==> src/hw/rtl/mgdg_pkg.sv <==
// shared constants, codes and types for the mackey-glass delay generator
// no dependencies
package mgdg_pkg;

    localparam int RING_DEPTH = 512;
    localparam int RING_AW    = $clog2(RING_DEPTH);
    localparam int LEN_W      = RING_AW + 1;
    localparam int MAX_TAPS   = 15;
    localparam int TAP_W      = 4;
    localparam int SAMPLE_W   = 32;
    localparam int FRAC_BITS  = 24;
    localparam int COEF_W     = 16;
    localparam int CFG_IDX_W  = 3;

    localparam int MUL_OP_W   = 40;
    localparam int MUL_HALF_W = MUL_OP_W / 2;
    localparam int MUL_PROD_W = 2 * MUL_OP_W;
    localparam int POW_W      = 56;
    localparam int DIV_NUM_W  = 56;
    localparam int DIV_DEN_W  = 57;
    localparam int DIV_STEP_W = 6;

    localparam logic [POW_W-1:0] POW_CAP = POW_W'(1) << 55;

    localparam logic [1:0] MODE_STORE = 2'd0;
    localparam logic [1:0] MODE_STEP  = 2'd1;
    localparam logic [1:0] MODE_EMIT  = 2'd2;

    localparam logic [CFG_IDX_W-1:0] CFG_COEF_B    = 3'd0;
    localparam logic [CFG_IDX_W-1:0] CFG_COEF_C    = 3'd1;
    localparam logic [CFG_IDX_W-1:0] CFG_FB_DELAY  = 3'd2;
    localparam logic [CFG_IDX_W-1:0] CFG_TAP_SPACE = 3'd3;
    localparam logic [CFG_IDX_W-1:0] CFG_TAP_COUNT = 3'd4;
    localparam logic [CFG_IDX_W-1:0] CFG_RING_LEN  = 3'd5;

    typedef struct packed {
        logic                  start;
        logic [DIV_STEP_W-1:0] steps;
    } div_ctl_t;

endpackage

==> src/hw/rtl/mgdg_mul.sv <==
// shared 40x40 multiplier built from a 40x20 array, low half of y first, then high half
// depends on mgdg_pkg
module mgdg_mul (
    input  logic                            clk,
    input  logic                            rst_n,
    input  logic                            start,
    input  logic [mgdg_pkg::MUL_OP_W-1:0]   x,
    input  logic [mgdg_pkg::MUL_OP_W-1:0]   y,
    output logic [mgdg_pkg::MUL_PROD_W-1:0] prod,
    output logic                            done
);
    import mgdg_pkg::*;

    logic                          busy_reg;
    logic                          phase_reg;
    logic                          done_reg;
    logic [MUL_OP_W-1:0]           x_reg;
    logic [MUL_OP_W-1:0]           y_reg;
    logic [MUL_PROD_W-1:0]         acc_reg;
    logic [MUL_HALF_W-1:0]         y_part;
    logic [MUL_OP_W+MUL_HALF_W-1:0] pp;

    assign y_part = phase_reg ? y_reg[MUL_OP_W-1:MUL_HALF_W] : y_reg[MUL_HALF_W-1:0];
    assign pp     = x_reg * y_part;

    always_ff @(posedge clk or negedge rst_n)
    begin
        if (!rst_n)
        begin
            busy_reg  <= 1'b0;
            phase_reg <= 1'b0;
            done_reg  <= 1'b0;
        end
        else
        begin
            done_reg <= 1'b0;
            if (start)
            begin
                busy_reg  <= 1'b1;
                phase_reg <= 1'b0;
            end
            else if (busy_reg)
            begin
                phase_reg <= 1'b1;
                if (phase_reg)
                begin
                    busy_reg <= 1'b0;
                    done_reg <= 1'b1;
                end
            end
        end
    end

    always_ff @(posedge clk)
    begin
        if (start)
        begin
            x_reg <= x;
            y_reg <= y;
        end
        else if (busy_reg)
        begin
            if (phase_reg)
                acc_reg <= acc_reg + {pp, {MUL_HALF_W{1'b0}}};
            else
                acc_reg <= {{(MUL_PROD_W-MUL_OP_W-MUL_HALF_W){1'b0}}, pp};
        end
    end

    assign prod = acc_reg;
    assign done = done_reg;

endmodule

==> config.mk <==
export PLATFORM = sky130hd
export DESIGN_NAME = mgdg_mul
export DESIGN_NICKNAME = d
export VERILOG_FILES = /design/src/hw/rtl/mgdg_pkg.sv /design/src/hw/rtl/mgdg_mul.sv
export SDC_FILE = /design/constraint.sdc
export NUM_CORES = 2
export LEC_CHECK = 0
export BUFFER_PORTS_ARGS = -buffer_cell sky130_fd_sc_hd__buf_2
export CAP_MARGIN = 40
export CORE_ASPECT_RATIO = 1.5
export CORE_MARGIN = 1.5
export CORE_UTILIZATION = 40
export DETAILED_ROUTE_END_ITERATION = 6
export PLACE_DENSITY = 0.57
export REMOVE_ABC_BUFFERS = 1
export SYNTH_ARGS = -nofsm -noshare
export SYNTH_HDL_FRONTEND = slang
export SYNTH_SLANG_ARGS = --single-unit
==> constraint.sdc <==
create_clock -name clk -period 21 [get_ports clk]
set_clock_uncertainty 0.05 [all_clocks]
set_input_delay 2.1 -clock clk [delete_from_list [all_inputs] [get_ports clk]]
set_output_delay 2.1 -clock clk [all_outputs]
set_load 0.02 [all_outputs]
## Word-level counts from Yosys, hierarchy flattened

Index checks and enable logic that the tools add are counted.

- Flip-flop bits (word level): 163
- Bits of input ports: 83
- Word-level logic and storage cells: 22

- $add $sub $neg: 1
- $mul: 1
- Multiplexer cells: 10
- Bitwise logic cells: 1
- Reductions and logical operators: 2

Operators by type and width:

| kind | count |
|---|---|
| 80-bit adder | 1 |
| 40-bit by 20-bit multiplier with 60-bit output | 1 |
| 60-bit two-way mux | 1 |
| 20-bit two-way mux | 1 |
| 1-bit two-way mux | 8 |
| 2-bit AND reduction | 1 |
| 2-bit nonzero test | 1 |
| 1-bit inverter | 1 |

## Longest topological paths before layout

- Depth after elaboration: 4
- Gate-level depth with buffers: 41

## Least setup slack after synthesis

No wires, ideal clock.

- Path kind: register -> register
- Start: reg phase_reg
- End: reg acc_reg[72], in the netlist prod[72] (data pin)
- Arrival: 9200 ps
- Required time: 20684 ps
- Slack: 11484 ps
- Stages on the path, launching flop included: 40
- Clock period less this slack: 9516 ps
- Cell sequence: dfrtp_1 clkbuf_1 clkbuf_1 mux2_2 clkbuf_1 and2_1 fa_1 fa_1 inv_1 fa_1 inv_1 fa_1 inv_1 fa_1 inv_1 fa_1 inv_1 fa_1 [... 4 more ...] o22ai_1 nor3_2 o311ai_2 a31oi_1 o31a_1 o21ai_1 xor2_1 ha_1 clkbuf_1 a21oi_1 o21ai_0 a21oi_1 o311ai_0 o21ai_1 o21ai_1 a311oi_1 xor2_1 nor2_1

- Cells in the longest elaborated chain, start to end: 3

RTL lines:

| item | RTL line | text |
|---|---|---|
| from (decl) | mgdg_mul.sv:15 | `logic phase_reg;` |
| from (signal assigned) | mgdg_mul.sv:31 | `phase_reg <= 1'b0;` |
| from (signal assigned) | mgdg_mul.sv:40 | `phase_reg <= 1'b0;` |
| from (signal assigned) | mgdg_mul.sv:44 | `phase_reg <= 1'b1;` |
| 20-bit two-way mux | mgdg_mul.sv:23 | `assign y_part = phase_reg ? y_reg[MUL_OP_W-1:MUL_HALF_W] : y_reg[MUL_HALF_W-1:0];` |
| 40-bit by 20-bit multiplier with 60-bit output | mgdg_mul.sv:24 | `assign pp = x_reg * y_part;` |
| 80-bit adder | mgdg_mul.sv:64 | `acc_reg <= acc_reg + {pp, {MUL_HALF_W{1'b0}}};` |
| to (signal assigned) | mgdg_mul.sv:64 |  |
| to (signal assigned) | mgdg_mul.sv:66 | `acc_reg <= {{(MUL_PROD_W-MUL_OP_W-MUL_HALF_W){1'b0}}, pp};` |
| to (decl) | mgdg_mul.sv:19 | `logic [MUL_PROD_W-1:0] acc_reg;` |

Several ways; a longest one is shown, not always the timed one.
A chain may end at the register's enable or synchronous reset.

## Worst setup path in the final report

Same ends and word-level chain as after synthesis.

==> run metrics <==
drt initial violations=~1300; post-synthesis async set-or-reset flop share=between 1.5 and 2%; WL/cell=~21 microns; PortBufs=163; flop and latch count out of synthesis=between 150 and 200; Starting Density=around two fifths; Crit Path Max Fanout=29; CTS tree=done; syn_area_per_cell=between 9 and 10 sq um; Vias per Instance=5.25; Seq/Total Area, Yosys=~14%; die width=roughly 240 microns; Worst path slowest cell=dfrtp_4; Fin. Hold Viols=0; Core Region=approximately 85000 sq um; Distinct cells, synth=between 70 and 80; Crit Path Class=reg2reg; status=completed; GR Overflow Total=0; ratio of cells with drive above 1 in the final layout=between 8 and 9%; hold buffer count at cts=0; first-pass GRT wire length=165000 microns; Hold Crit Class=reg2reg; cts repair resizes=0; H-Tree Depth=4; most common cell after layout, fill and taps aside=inv_1; Max clock buf depth=2; pin count of the biggest net entering global routing=56; required time of the critical path=around 21000 ps; antenna cell count=0; Clk pin slew, worst setup/hold paths=90 ps; Slew @ Worst Pin=between 700 and 800 ps; DR DRC count=0; max-cap violations=0; Post-Syn Area=around 35000 sq um; initial antenna violation count=2; io pins=~160; DR pass1 iterations=5; Post-DP HPWL=83100 microns; area of the multi-input gates=about 26000 sq um; commonest cells after routing, fill and taps aside=inv_1 (751), fa_1 (681), nand2_1 (631); vias in the first global route=~29000; total global-route track usage=about a quarter; die area=just under 90000 sq um; Clock Sinks=163; die height=363 microns; Post-synth EDFFs=160; total area of sequential cells=approximately 4900 sq um; final worst-path cycle share=a little over half; fin crit period=between 10000 and 15000 ps; Worst path max stage delay=660 ps; Achievable Freq=slightly below 90 MHz; synth warn=0; filler instances=approximately 8400; RSZ-0062 raised after global routing=no; final setup fails=0; Synth Instances=roughly 3800; critical path's most frequent cell=fa_1; CTS Root Buffer Type=clkbuf_16; max reg flops=80; endpoint type of the worst setup path=flip-flop; Clock Latency Late Sink=540 ps; Worst EP arrival=~12000 ps; postcts setup bufs=0; Num CTS Buffers=17; final max-slew violation count=0; Main synth FF type=edfxtp_1; RD Place Congestion=0.939; nets=between 4000 and 5000; Antenna Violating Nets Remaining=0; Setup TNS Final=0 ps; final wirelength=~110000 microns; via count=between 20000 and 30000; # rows=around 130; Startpoint Class=flip-flop; synth-to-layout area growth=8.49%; Worst slew margin=48.2%
[worst max-delay path, delay by kind of cell, from the launching register on]
family | cells | cell delay (ps)
DFF | 1 | 660
adders and majority gates | 9 | 4350
buffers and inverters | 7 | 550
muxes | 1 | 560
xor gates and xnor gates | 2 | 690
AOI/OAI and AO/OA | 11 | 3320
and+or+nand+nor | 5 | 750
[cells in the mapped netlist (all sizes together), types with 4 or more instances]
cell type,instances,area [sq um]
inv,751,2820
fa,681,13600
nand2,632,2370
and2,314,1960
ha,231,2890
clkbuf,207,777
edfxtp,160,4800
a21oi,140,701
a21o,72,541
nor2,72,270
o21ai,70,354
xnor2,67,587
mux2,44,495
xor2,44,385
nand4,32,200
nand3,25,125
a31oi,22,138
o21bai,22,165
and3,21,131
nor3,13,75.1
o21a,11,82.6
a211oi,10,80.1
nor2b,10,62.6
or3,9,61.3
buf,7,33.8
nand2b,6,37.5
o31ai,6,55.1
a21boi,5,37.5
o211ai,5,42.5
a211o,4,35.0
mux2i,4,40.0
o41ai,4,42.6
[cells by family (layout without fill, tap and decap cells)]
family | Yosys count | after routing | synth area share [%]
fa+ha+maj | 912 | 912 | 47.8
compound gates | 407 | 407 | 7.62
flops | 163 | 163 | 14.1
buf+inv | 966 | 1012 | 10.5
xor+xnor | 112 | 112 | 2.88
simple gates | 1146 | 1146 | 15.6
mux | 48 | 48 | 1.55
[layer usage]
layer  part of all wire (%)  GRT usage, %  wire, microns
met1                     35          26.2          36800
met2                     55          47.2          58300
met3                    4.0          3.22           4200
met4                    5.5          13.5           5770
met5                      0             0              0
[cell type report]
| cell class | count | area share, % |
|---|---|---|
| inverters | 752 | 7.52 |
| clock buffers | 17 | 1.13 |
| well taps | 1130 | 3.77 |
| repair buffers | 228 | 4.52 |
| multi-input cells | 2625 | 69.5 |
| flip-flops and latches | 163 | 13.0 |
| clock inverters | 15 | 0.537 |
[final timing paths]
| path | startpoint | to | slack [ps] | cells after the start |
|---|---|---|---|---|
| max | phase_reg | prod[72] | 9720 | 35 |
| min | busy_reg | busy_reg | 470 | 1 |
| max reg2reg | phase_reg | prod[72] | 9720 | 35 |
| min reg2reg | busy_reg | busy_reg | 470 | 1 |
| max in group asynchronous | rst_n | phase_reg | 19450 | 1 |
| min in group asynchronous | rst_n | done | 1300 | 1 |
[metrics by stage]
stage          cell area [sq um]  hold slack (ps)  std cells  util, %  worst slack [ps]
2_1_floorplan              33800              418       3540        -             10760
3_3_place_gp               36300              452       4869     42.5              9650
3_5_place_dp               36900              447       4898     43.2              9890
4_1_cts                    37500              472       4930     44.0              9820
5_1_grt                    37500              492       4930     44.0              9260
6_report                   37500              468       4930     44.0              9720
Power is not shown: default switching activity piles up to over one toggle a cycle in this logic, so the estimate is an artifact.
