--- src/hw/rtl/mgdg_pkg.sv ---
// shared constants, codes and types for the mackey-glass delay generator
// no dependencies
package mgdg_pkg;

    localparam int RING_DEPTH = 512;
    localparam int RING_AW    = $clog2(RING_DEPTH);
    localparam int LEN_W      = RING_AW + 1;
    localparam int MAX_TAPS   = 15;
    localparam int TAP_W      = 4;
    localparam int SAMPLE_W   = 32;
    localparam int FRAC_BITS  = 24;
    localparam int COEF_W     = 16;
    localparam int CFG_IDX_W  = 3;

    localparam int MUL_OP_W   = 40;
    localparam int MUL_HALF_W = MUL_OP_W / 2;
    localparam int MUL_PROD_W = 2 * MUL_OP_W;
    localparam int POW_W      = 56;
    localparam int DIV_NUM_W  = 56;
    localparam int DIV_DEN_W  = 57;
    localparam int DIV_STEP_W = 6;

    localparam logic [POW_W-1:0] POW_CAP = POW_W'(1) << 55;

    localparam logic [1:0] MODE_STORE = 2'd0;
    localparam logic [1:0] MODE_STEP  = 2'd1;
    localparam logic [1:0] MODE_EMIT  = 2'd2;

    localparam logic [CFG_IDX_W-1:0] CFG_COEF_B    = 3'd0;
    localparam logic [CFG_IDX_W-1:0] CFG_COEF_C    = 3'd1;
    localparam logic [CFG_IDX_W-1:0] CFG_FB_DELAY  = 3'd2;
    localparam logic [CFG_IDX_W-1:0] CFG_TAP_SPACE = 3'd3;
    localparam logic [CFG_IDX_W-1:0] CFG_TAP_COUNT = 3'd4;
    localparam logic [CFG_IDX_W-1:0] CFG_RING_LEN  = 3'd5;

    typedef struct packed {
        logic                  start;
        logic [DIV_STEP_W-1:0] steps;
    } div_ctl_t;

endpackage

--- src/hw/rtl/mgdg_div.sv ---
// shared restoring divider, one quotient bit per cycle, msb of num first
// depends on mgdg_pkg
module mgdg_div (
    input  logic                            clk,
    input  logic                            rst_n,
    input  mgdg_pkg::div_ctl_t              ctl,
    input  logic [mgdg_pkg::DIV_NUM_W-1:0]  num,
    input  logic [mgdg_pkg::DIV_DEN_W-1:0]  den,
    output logic [mgdg_pkg::DIV_NUM_W-1:0]  quo,
    output logic [mgdg_pkg::DIV_DEN_W-1:0]  rem,
    output logic                            done
);
    import mgdg_pkg::*;

    logic                  busy_reg;
    logic                  done_reg;
    logic [DIV_STEP_W-1:0] cnt_reg;
    logic [DIV_NUM_W-1:0]  num_reg;
    logic [DIV_NUM_W-1:0]  quo_reg;
    logic [DIV_DEN_W-1:0]  rem_reg;
    logic [DIV_DEN_W-1:0]  den_reg;
    logic [DIV_DEN_W:0]    trial;
    logic                  fits;

    assign trial = {rem_reg, num_reg[DIV_NUM_W-1]};
    assign fits  = trial >= {1'b0, den_reg};

    always_ff @(posedge clk or negedge rst_n)
    begin
        if (!rst_n)
        begin
            busy_reg <= 1'b0;
            done_reg <= 1'b0;
            cnt_reg  <= '0;
        end
        else
        begin
            done_reg <= 1'b0;
            if (ctl.start)
            begin
                busy_reg <= 1'b1;
                cnt_reg  <= ctl.steps;
            end
            else if (busy_reg)
            begin
                cnt_reg <= cnt_reg - 1'b1;
                if (cnt_reg == DIV_STEP_W'(1))
                begin
                    busy_reg <= 1'b0;
                    done_reg <= 1'b1;
                end
            end
        end
    end

    always_ff @(posedge clk)
    begin
        if (ctl.start)
        begin
            num_reg <= num;
            den_reg <= den;
            quo_reg <= '0;
            rem_reg <= '0;
        end
        else if (busy_reg)
        begin
            num_reg <= {num_reg[DIV_NUM_W-2:0], 1'b0};
            quo_reg <= {quo_reg[DIV_NUM_W-2:0], fits};
            if (fits)
                rem_reg <= DIV_DEN_W'(trial - {1'b0, den_reg});
            else
                rem_reg <= trial[DIV_DEN_W-1:0];
        end
    end

    assign quo  = quo_reg;
    assign rem  = rem_reg;
    assign done = done_reg;

endmodule

--- config.mk ---
export PLATFORM = sky130hd
export DESIGN_NAME = mgdg_div
export DESIGN_NICKNAME = d
export VERILOG_FILES = /design/src/hw/rtl/mgdg_pkg.sv /design/src/hw/rtl/mgdg_div.sv
export SDC_FILE = /design/constraint.sdc
export NUM_CORES = 1
export LEC_CHECK = 0
export ABC_AREA = 0
export BUFFER_PORTS_ARGS = -buffer_cell sky130_fd_sc_hd__buf_4
export CAP_MARGIN = 20
export CORE_ASPECT_RATIO = 0.5
export CORE_MARGIN = 2
export CORE_UTILIZATION = 51
export CTS_CLUSTER_SIZE = 24
export DETAILED_ROUTE_END_ITERATION = 7
export HOLD_SLACK_MARGIN = 0.02
export PLACE_DENSITY = 0.88
export SYNTH_ARGS = -nofsm -noshare
export SYNTH_HDL_FRONTEND = slang
export SYNTH_SLANG_ARGS = --single-unit
--- constraint.sdc ---
create_clock -name clk -period 2.7 [get_ports clk]
set_input_delay 0.27 -clock clk [delete_from_list [all_inputs] [get_ports clk]]
set_output_delay 0.27 -clock clk [all_outputs]
set_load 0.01 [all_outputs]
---- Word-level counts from Yosys, hierarchy flattened ----
Cells that the tools add are included.
storage, ports and cells
  flip-flop bits (word level) ............. 234
  bits in latches ......................... 0
  bits in writable memories ............... 0
  bits in read-only memories .............. 0
  input port bits ......................... 122
  output and inout bits ................... 114
  word-level logic and storage cells ...... 23
  memories ................................ 0
cells by class
  add/subtract/negate cells ............... 2
  multiply operators ...................... 0
  div/mod/pow operators ................... 0
  $lt $le $gt $ge ......................... 1
  eq/ne operators ......................... 1
  shifts and indexed selects .............. 0
  multiplexer cells ....................... 11
  bitwise logic cells ..................... 0
  reductions and logical operators ........ 1
operators with widths
  kind                                              number
  two-way mux 56 bit                                2
  greater-or-equal comparator 58 x 57 -> 1 bit      1
  two-way mux 57 bit                                1
  subtractor 57 bit                                 1
  two-way mux 6 bit                                 2
  == test 6 x 1 -> 1 bit, second input constant     1
  two-way mux 1 bit                                 6
  subtractor 6 x 1 -> 6 bit, second input constant  1
  nonzero test 2 bit                                1

---- Logic depth before layout (Yosys ltp) ----
Gate-level depths: netlist of run 1.
  word-level depth ........................ 4
  depth in mapped cells ................... 15
  mapped depth without buffers ............ 13

---- Worst setup path before layout of run 1 ----
Ideal clock, no wire load.
  path kind ............................... register -> register
  start point ............................. register num_reg[55]
  end point ............................... register rem_reg[56] (netlist: rem[56])
  setup time .............................. 0.070 ns
  arrival time ............................ 2.821 ns
  required time ........................... 2.630 ns
  setup slack ............................. -0.191 ns
  cell stages (with the launch flop) ...... 14
  path buffers ............................ 0
  period minus slack after synthesis ...... 2.891 ns
  cell sequence ........................... edfxtp_1 -> inv_1 -> ha_1 -> inv_1 -> fa_1 -> a211oi_1 -> o21bai_1 -> a22oi_1 -> nor4b_2 -> o221a_2 -> o31ai_4 -> nand3_1 -> mux2_2 -> o21ai_1
between the ends
  longest elaborated chain between the ends .. 2
  elaborated cells on any way between the ends .. 3
  classes of those cells .................. add/sub (1); order compare (1); mux (1)
ends and longest elaborated chain
  what                                                                                      line                            source
  start: declaration                                                                        mgdg_div.sv:18                  logic [DIV_NUM_W-1:0] num_reg;
  start signal: assignment                                                                  mgdg_div.sv:60                  num_reg <= num;
  start signal: assignment                                                                  mgdg_div.sv:67                  num_reg <= {num_reg[DIV_NUM_W-2:0], 1'b0};
  subtractor 57 bit / greater-or-equal comparator 58 x 57 -> 1 bit (equally long branches)  mgdg_div.sv:70, mgdg_div.sv:26
  two-way mux 57 bit (*)                                                                    mgdg_div.sv:69                  if (fits)
  end signal: assignment                                                                    mgdg_div.sv:70                  rem_reg <= DIV_DEN_W'(trial - {1'b0, den_reg});
  end signal: assignment                                                                    mgdg_div.sv:72                  rem_reg <= trial[DIV_DEN_W-1:0];
  end: declaration                                                                          mgdg_div.sv:20                  logic [DIV_DEN_W-1:0] rem_reg;
Every way passes the cells marked *; elsewhere a longest branch is shown, timed or not.
A chain may end at the register's enable or synchronous reset.

---- Worst setup path after layout of run 1 ----
  start point ............................. register den_reg[15]
  end point ............................... register rem_reg[55] (netlist: rem[55])
between the ends
  longest elaborated chain between the ends .. 2
  elaborated cells on any way between the ends .. 3
  classes of those cells .................. add/sub (1); order compare (1); mux (1)
ends and longest elaborated chain
  what                                                                                      line                            source
  start: declaration                                                                        mgdg_div.sv:21                  logic [DIV_DEN_W-1:0] den_reg;
  start signal: assignment                                                                  mgdg_div.sv:61                  den_reg <= den;
  subtractor 57 bit / greater-or-equal comparator 58 x 57 -> 1 bit (equally long branches)  mgdg_div.sv:70, mgdg_div.sv:26
  two-way mux 57 bit (*)                                                                    mgdg_div.sv:69
Marks and branches as above.

==> results.cfg, run 1 <==
[outcome]
outcome = complete, but fails checks
violations = setup timing

[logic_synthesis]
synth_ff_type = edfxtp_1
synth.most_common_cell = nor2_1
synth_edf_count = 113
ys_seq_area_frac = 0.466
syn_avg_cell_area_um2 = 10.0
async_flop_share = 0.0342
syn-num-nets = 1433
yosysUniqueCellTypes = 66
synth_top_area_cell = edfxtp_1
ys_warn_count = 0
synth_top_area_frac = 0.270
synth_commonest_cells = nor2_1, dfxtp_1, edfxtp_1
synthesis.area_um2 = 12600
synth_cells = 1251
synthTopCellsByArea = edfxtp_1, dfxtp_1, mux2i_1, ha_1, mux2_2
ys_ff_latch = 234

[worst_setup_path]
cp.required_ns = 3.12
reg2reg_to = rem[55]
path_class = reg -> reg
r2r_cells = 13
ff2ff_setup_slack_ns = -0.56
critPathMaxFanout = 5
rr_startpoint = den_reg[15]
end_kind = flip-flop
crit_arrival_ns = 3.68
cp-endpoint = rem[55]
crit_start = den_reg[15]
crit_path_start_kind = flip-flop

[timing]
fin_ws_ns = -0.561
period_share = 1.21
slew_headroom = 0.421
timing_hold_violations_final = 0
final-setup-viol-count = 58
rsz0062_at_grt = yes
maxSlewViolCount = 0
tns_ns = -24.21
fmax_mhz = 307
worst_pin_slew_ns = 0.869
fin_crit_ns = 3.26
fin_skew_ns = 0.0170

[floorplan]
die_y_um = 115
die_x_um = 226
core_area_um2 = 24100
io_pins = 236
start_util = 0.522
core.rowCount = 40
dieArea_um2 = 26000

[grt]
grt_usage = 0.303
grt_first_pass_wirelength_um = 62600
grt_pass1_vias = 12084
grt_max_degree = 136
overflow = 0
antenna_found_initial = 3

[min_path]
min_path_type = in -> reg

[clock_tree]
cts_tree = done
htreeDepth = 1
cts.sinks = 234
cts-root-buf = clkbuf_16
cts_buffer_depth = 3
numCtsBuffers = 22
path_clk_slew_ns = 0.08
clk_latency_ns = 0.55

[power_and_ir_drop]
power_density_nw_per_um2 = 515
power_switching_mw = 2.69
seqPwrFrac = 0.441
p_int_mw = 6.65
p_leak_nw = 8.33
p_comb_frac = 0.230
clkPwrFrac = 0.329
design_power_total_mw = 9.33
ir_drop_uv = 409
swShare = 0.288

[place]
place_congestion = 0.942
portBuffers = 235
hpwlAfterDp_um = 26300
dp.cells = 1954
placed_area_um2 = 16100

[job]
maxCapViolCount = 0

[routing]
drtPass1Iterations = 8
wl_per_cell_um = 20.2
drtAntennaViolNets = 0
routed_wirelength_um = 42200
via_per_inst = 5.92
drc = 0
first_iter_violations = 1466
vias = 12337

[layout]
area_growth_pct = 44.2
nets = 1914
layout-drive-gt1-share = 0.349
final_util = 0.753
final_area_um2 = 18100
fin_cells = 2085
-- metal layers --
layer | vias to the layer above | part of all wire | GRT usage
li1 | 5485 | - | -
met1 | 5823 | 0.38 | 0.366
met2 | 762 | 0.47 | 0.519
met3 | 267 | 0.088 | 0.0716
met4 | 0 | 0.063 | 0.146
met5 | - | 0 | 0
-- final cells by class --
class                   count  area [µm²]
fillers                  1437        5950
clock buffers              26         566
repair buffers            520        4300
diodes                      2        5.00
clock inverters            13         110
multi-input cells         872        6560
well taps                 336         420
flip-flops and latches    234        5860
inverters                  82         308
-- logic make-up after synthesis --
group           after synthesis  synth area share
compound gates              283             0.148
xor+xnor                     58            0.0404
fa+ha+maj                    60            0.0603
buf+inv                     145            0.0481
flops                       234             0.466
mux                         151             0.126
simple gates                320             0.112
-- how the worst min path moves through the flow --
stage	start	endpoint	cells after the start
after global routing	num[48]	num_reg[48]	2
after detailed placement	rst_n	done	1
after global placement	rst_n	done	1
final	num[48]	num_reg[48]	2
after floorplan	rst_n	busy_reg	0
after CTS	num[44]	num_reg[44]	2
-- power groups by stage --
stage          sequential [mW]  combinational (mW)  clock (mW)
2_1_floorplan             4.18                1.01           0
3_3_place_gp              4.16                1.77           0
3_5_place_dp              4.17                1.83           0
4_1_cts                   4.10                1.99        3.06
5_1_grt                   4.13                2.28        3.24
6_report                  4.11                2.15        3.07
-- cells in the final DEF (no fill, tap or decap), types with 7 or more instances in the layout --
cell,instances
o21ai_0,45
inv_1,78
nand3_1,16
edfxtp_1,113
a21oi_1,68
dlygate4sd3_1,78
nand4_1,19
mux2_2,55
o211ai_1,7
nor3_1,11
dfxtp_1,113
dfrtp_1,7
mux2i_1,91
xnor2_1,29
o21ai_1,9
clkinv_2,7
clkbuf_16,24
nor2_1,147
buf_12,9
a21o_1,21
a21oi_2,7
o21bai_1,8
ha_1,50
nand2_1,74
ha_4,9
buf_4,426
xor2_1,28
a211oi_1,47
-- stage by stage --
stage / setup slack [ns] / hold slack, ns
finish: -0.561 / 0.0365
floorplan: -0.0172 / -0.0256
CTS: -0.276 / 0.0201
global placement: -0.271 / 0.0892
global route: -0.590 / 0.0202
detailed placement: -0.379 / 0.0898
-- worst max-delay path, stage by stage, from the launching register on --
cell      delay (ns)
edfxtp_1        0.37
inv_1           0.12
ha_4            0.30
nand3_1         0.24
nor2_2          0.32
a22oi_2         0.16
and2_1          0.17
o32a_1          0.35
a31oi_4         0.33
buf_12          0.19
buf_12          0.13
nor3_2          0.04
a31oi_1         0.26
o21ai_1         0.15
-- timing repair --
item | 4_1_cts | 5_1_grt
endpoints found under the setup margin | 58 | 58
hold endpoints to repair | 83 | 2
pin swaps | 45 | 19
gates cloned | 2 | 2
resized for setup | 52 | 36
buffers inserted | 6 | 3
hold buffers | 76 | 2
(Power assumes the default switching activity.)
==> run 2: changes to the inputs <==
--- a/config.mk
+++ b/config.mk
@@ -8,9 +8,11 @@
 export ABC_AREA = 0
 export BUFFER_PORTS_ARGS = -buffer_cell sky130_fd_sc_hd__buf_4
 export CAP_MARGIN = 20
+export CELL_PAD_IN_SITES_DETAIL_PLACEMENT = 0
+export CELL_PAD_IN_SITES_GLOBAL_PLACEMENT = 1
 export CORE_ASPECT_RATIO = 0.5
 export CORE_MARGIN = 2
-export CORE_UTILIZATION = 51
+export CORE_UTILIZATION = 39
 export CTS_CLUSTER_SIZE = 24
 export DETAILED_ROUTE_END_ITERATION = 7
 export HOLD_SLACK_MARGIN = 0.02
==> run 2 against run 1 <==
Net effect: the flow still finishes with violations (setup timing); global-route usage shrank 7.9 points; combinational power grew 2%; setup slack gained 0.21 ns; routed wire length shrank 6.5%; die area grew 30%; total power grew 4.2%; clock power grew 11%; clock-buffer cell count grew 6; fmax grew 6.9%; clock skew grew 0.0040 ns; first-iteration DRC count shrank 41%; register-to-register slack gained 0.21 ns.
==> results.cfg, run 2 (synthesis results as in run 1) <==
[worst_setup_path]
crit_path_start_kind = flip-flop
max_stage_delay_ns = 0.45
crit_start = den_reg[0]
reg2reg_to = rem[14]
slowest_stage = edfxtp_1
r2r_cells = 14
crit_arrival_ns = 3.47
rr_startpoint = den_reg[0]
ff2ff_setup_slack_ns = -0.35
end_kind = flip-flop
cp.required_ns = 3.13
critPathMaxFanout = 8
path_class = reg -> reg
path_cells = ha_4 -> inv_2 -> fa_2 -> a211oi_2 -> o21bai_1 -> a22oi_2 -> buf_4 -> and2_4 -> o32a_1 -> a31oi_4 -> buf_6 -> buf_12 -> mux2i_1 -> a211oi_1

[layout]
nets = 2006
fin_cells = 2276
layout-drive-gt1-share = 0.376
multi_input_area_um2 = 6650
area_growth_pct = 53.4
final_common_cell = buf_4
final_util = 0.608
fillers = 2527
layout_common_cells = buf_4, nor2_1, dlygate4sd3_1, edfxtp_1, dfxtp_1
final_area_um2 = 19300
seqCellArea_um2 = 5860

[timing]
fin_ws_ns = -0.349
period_share = 1.13
worst_pin_slew_ns = 0.612
maxSlewViolCount = 0
fmax_mhz = 328
tns_ns = -16.31
rsz0062_at_grt = yes
fin_crit_ns = 3.05
final-setup-viol-count = 58
whs_ns = 0.0491
slew_headroom = 0.592
timing_hold_violations_final = 0
fin_skew_ns = 0.0210

[routing]
wl_per_cell_um = 17.3
routed_wirelength_um = 39500
drtPass1Iterations = 5
drc = 0
drtAntennaViolNets = 0
vias = 11618
first_iter_violations = 864
via_per_inst = 5.10

[floorplan]
start_util = 0.396
dieArea_um2 = 33800
core.rowCount = 46
die_y_um = 131
core_area_um2 = 31700
die_x_um = 258
io_pins = 236

[grt]
use_met1 = 0.289
grt_max_degree = 83
grt_usage = 0.225
grtUsageMet3 = 0.0326
grt_pass1_vias = 11390
grt_util_met2 = 0.399
grt-busiest-layer = met2
overflow = 0
grt_first_pass_wirelength_um = 60600
antenna_found_initial = 2

[place]
placed_area_um2 = 16500
portBuffers = 235
place_ws_ns = -0.538
place_congestion = 0.919
hpwlAfterDp_um = 26300
dp.cells = 2087

[min_path]
min_path_type = in -> reg
hold_start = num[44]
min_to = num_reg[44]
holdPathStages = 2

[power_and_ir_drop]
p_leak_nw = 8.83
design_power_total_mw = 9.72
ir_drop_uv = 392
power_density_nw_per_um2 = 504

[clock_tree]
path_clk_slew_ns = 0.07
clk_latency_ns = 0.56
cts_tree = done
numCtsBuffers = 24
cts_buffer_depth = 3
cts.sinks = 234
htreeDepth = 1
cts-root-buf = clkbuf_16

[outcome]
outcome = complete, but fails checks
violations = setup timing

[job]
maxCapViolCount = 0
==> run 2: power by group <==
part	internal, mW	leakage, nW	switching (mW)	total, mW
sequential	3.99	2.16	0.123	4.11
clock	1.85	0.382	1.57	3.41
combinational	1.15	6.29	1.05	2.20
==> run 2: worst max-delay path: cells and delay by family, from the launching register on <==
kind	cells	cell delay (ns)
compound gates	6	1.17
flops	1	0.45
fa+ha+maj	2	0.38
mux	1	0.23
simple gates	1	0.13
buf+inv	4	0.55
==> run 2: final cells by class <==
class                      instances  area share
timing repair buffer             609       0.266
sequential                       234       0.304
clock buffer                      32      0.0343
inverter                          82      0.0160
antenna                            2    0.000260
multi-input combinational        873       0.345
tap                              432      0.0280
clock inverter                    12     0.00636
==> run 2: timing repair <==
item	4_1_cts	5_1_grt
setup buffers	13	10
pin swaps	80	27
gates cloned	5	2
resized for setup	82	38
hold endpoints to repair	122	0
hold buffers	115	0
setup endpoints to repair	58	58
==> run 2: routing by layer <==
layer | share of wire | vias to the layer above
li1 | - | 5672
met1 | 0.44 | 5592
met2 | 0.49 | 291
met3 | 0.043 | 63
met4 | 0.025 | 0
met5 | 0 | -
==> run 2: worst max path at each step <==
stage / depth (start not counted) / endpoint / slack, ns
finish: 14 / rem[14] / -0.35
global route: 16 / rem[20] / -0.54
CTS: 15 / rem[44] / -0.31
detailed placement: 14 / rem[52] / -0.54
global placement: 14 / rem[52] / -0.51
floorplan: 13 / rem[56] / -0.02
==> run 3: changes to the inputs <==
--- a/config.mk
+++ b/config.mk
@@ -17,6 +17,7 @@
 export DETAILED_ROUTE_END_ITERATION = 7
 export HOLD_SLACK_MARGIN = 0.02
 export PLACE_DENSITY = 0.88
+export SETUP_SLACK_MARGIN = 0.3
 export SYNTH_ARGS = -nofsm -noshare
 export SYNTH_HDL_FRONTEND = slang
 export SYNTH_SLANG_ARGS = --single-unit
==> run 3 against run 2 <==
Net effect: the run still ends with setup timing left; routed wire length increased by 1.9%; register-to-register slack better by 0.05 ns; sequential share of layout area is 0.65 points higher; first-iteration DRC count grew 0.46%; combinational power down 2%; clock-buffer cell count grew 2; fmax increased by 1.8%; setup slack improved by 0.055 ns; critical path type unchanged; critical endpoint is now rem[41]; highest routed layer unchanged.
==> results.cfg, run 3 (synthesis results as in run 1) <==
[timing]
fmax_mhz = 334
timing_hold_violations_final = 0
tns_ns = -13.46
fin_skew_ns = 0.0129
final-setup-viol-count = 57
fin_ws_ns = -0.294
fin_crit_ns = 2.99
whs_ns = 0.0368
worst_pin_slew_ns = 0.790
slew_headroom = 0.473
rsz0062_at_grt = yes
maxSlewViolCount = 0
period_share = 1.11

[worst_setup_path]
critPathMaxFanout = 6
end_kind = flip-flop
crit_arrival_ns = 3.42
r2r_cells = 11
reg2reg_to = rem[41]
ff2ff_setup_slack_ns = -0.29
rr_startpoint = den_reg[8]
path_class = reg -> reg
crit_path_start_kind = flip-flop
cp.required_ns = 3.12

[grt]
overflow = 0
grt_usage = 0.228
grt_first_pass_wirelength_um = 62000
antenna_found_initial = 2
grt_pass1_vias = 11870
grt_max_degree = 81

[routing]
vias = 11622
routed_wirelength_um = 40200
drtPass1Iterations = 5
drc = 0
first_iter_violations = 868
drtAntennaViolNets = 0
via_per_inst = 5.22
wl_per_cell_um = 18.0

[power_and_ir_drop]
p_leak_nw = 8.53
power_density_nw_per_um2 = 505
ir_drop_uv = 417

[floorplan]
core_area_um2 = 31700
start_util = 0.396
io_pins = 236
core.rowCount = 46
dieArea_um2 = 33800
die_y_um = 131
die_x_um = 258

[clock_tree]
cts_tree = done
path_clk_slew_ns = 0.07
cts_buffer_depth = 3
numCtsBuffers = 23
cts-root-buf = clkbuf_16
htreeDepth = 1
cts.sinks = 234
clk_latency_ns = 0.55

[outcome]
violations = setup timing
outcome = complete, but fails checks

[place]
place_congestion = 0.906
dp.cells = 2055
portBuffers = 235
placed_area_um2 = 16400
hpwlAfterDp_um = 27100

[min_path]
hold_start = num[32]
min_to = num_reg[32]
min_path_type = in -> reg
holdPathStages = 2

[layout]
layout_common_cells = buf_4, nor2_1, edfxtp_1, dlygate4sd3_1, dfxtp_1
final_common_cell = buf_4
nets = 1959
layout-drive-gt1-share = 0.365
area_growth_pct = 50.4
final_area_um2 = 18900
fin_cells = 2228

[job]
maxCapViolCount = 0
-- run 3: cell types whose count changed in the layout (fill, tap and decap cells not counted), moves of 7 or more --
cell,previous run,this run
buf_4,470,426
dfxtp_1,113,106
dfxtp_2,0,7
ha_1,54,44
ha_4,5,14
buf_6,4,11
-- run 3: worst max-delay path by stage --
stage                           start       to  slack (ns)
final                      den_reg[8]  rem[41]       -0.29
after global routing      num_reg[55]  rem[20]       -0.42
after CTS                 num_reg[55]  rem[17]       -0.23
after detailed placement   den_reg[7]  rem[46]       -0.36
after global placement    num_reg[55]  rem[34]       -0.31
after floorplan           num_reg[55]  rem[56]       -0.02
-- run 3: final cells by class --
cell class / instances / area (µm²)
Antenna cell: 2 / 5.00
Inverter: 82 / 308
Fill cell: 2498 / 12800
Tap cell: 432 / 541
Timing Repair Buffer: 564 / 4760
Clock buffer: 34 / 627
Clock inverter: 8 / 91.3
Multi-Input combinational cell: 872 / 6710
Sequential cell: 234 / 5870
-- run 3: worst max-delay path, cell delays in order (launching register included) --
cell      delay, ns
edfxtp_1       0.32
inv_1          0.04
ha_2           0.38
nand2_1        0.13
or4_1          0.61
o311a_1        0.43
a31oi_4        0.25
buf_6          0.14
buf_6          0.11
buf_12         0.12
mux2i_2        0.23
a211oi_2       0.10
-- run 3: timing repair --
item / in CTS / in global routing
hold endpoints to repair: 118 / 1
buffers inserted: 5 / 7
pin swaps: 8 / 22
endpoints found under the setup margin: 58 / 58
gates cloned: 0 / 5
resized for setup: 32 / 68
hold buffers: 111 / 1
-- run 3: power by group --
part           switching [mW]  internal, mW
Clock                    1.54          1.74
Combinational            1.05          1.10
Sequential              0.124          3.99
Total                    2.71          6.83
-- run 3: metal layers --
metal | up-vias | part of all wire | track usage
li1 | 5573 | - | -
met1 | 5655 | 0.40 | 0.270
met2 | 293 | 0.51 | 0.419
met3 | 101 | 0.046 | 0.0382
met4 | 0 | 0.037 | 0.0860
met5 | - | 0 | 0
-- run 3: stage by stage --
stage	util	setup slack (ns)	power, mW
6_report	0.596	-0.294	9.54
5_1_grt	0.596	-0.419	9.92
4_1_cts	0.581	-0.229	9.47
3_5_place_dp	0.518	-0.360	6.05
2_1_floorplan	-	-0.0168	5.22
3_3_place_gp	0.518	-0.309	5.99
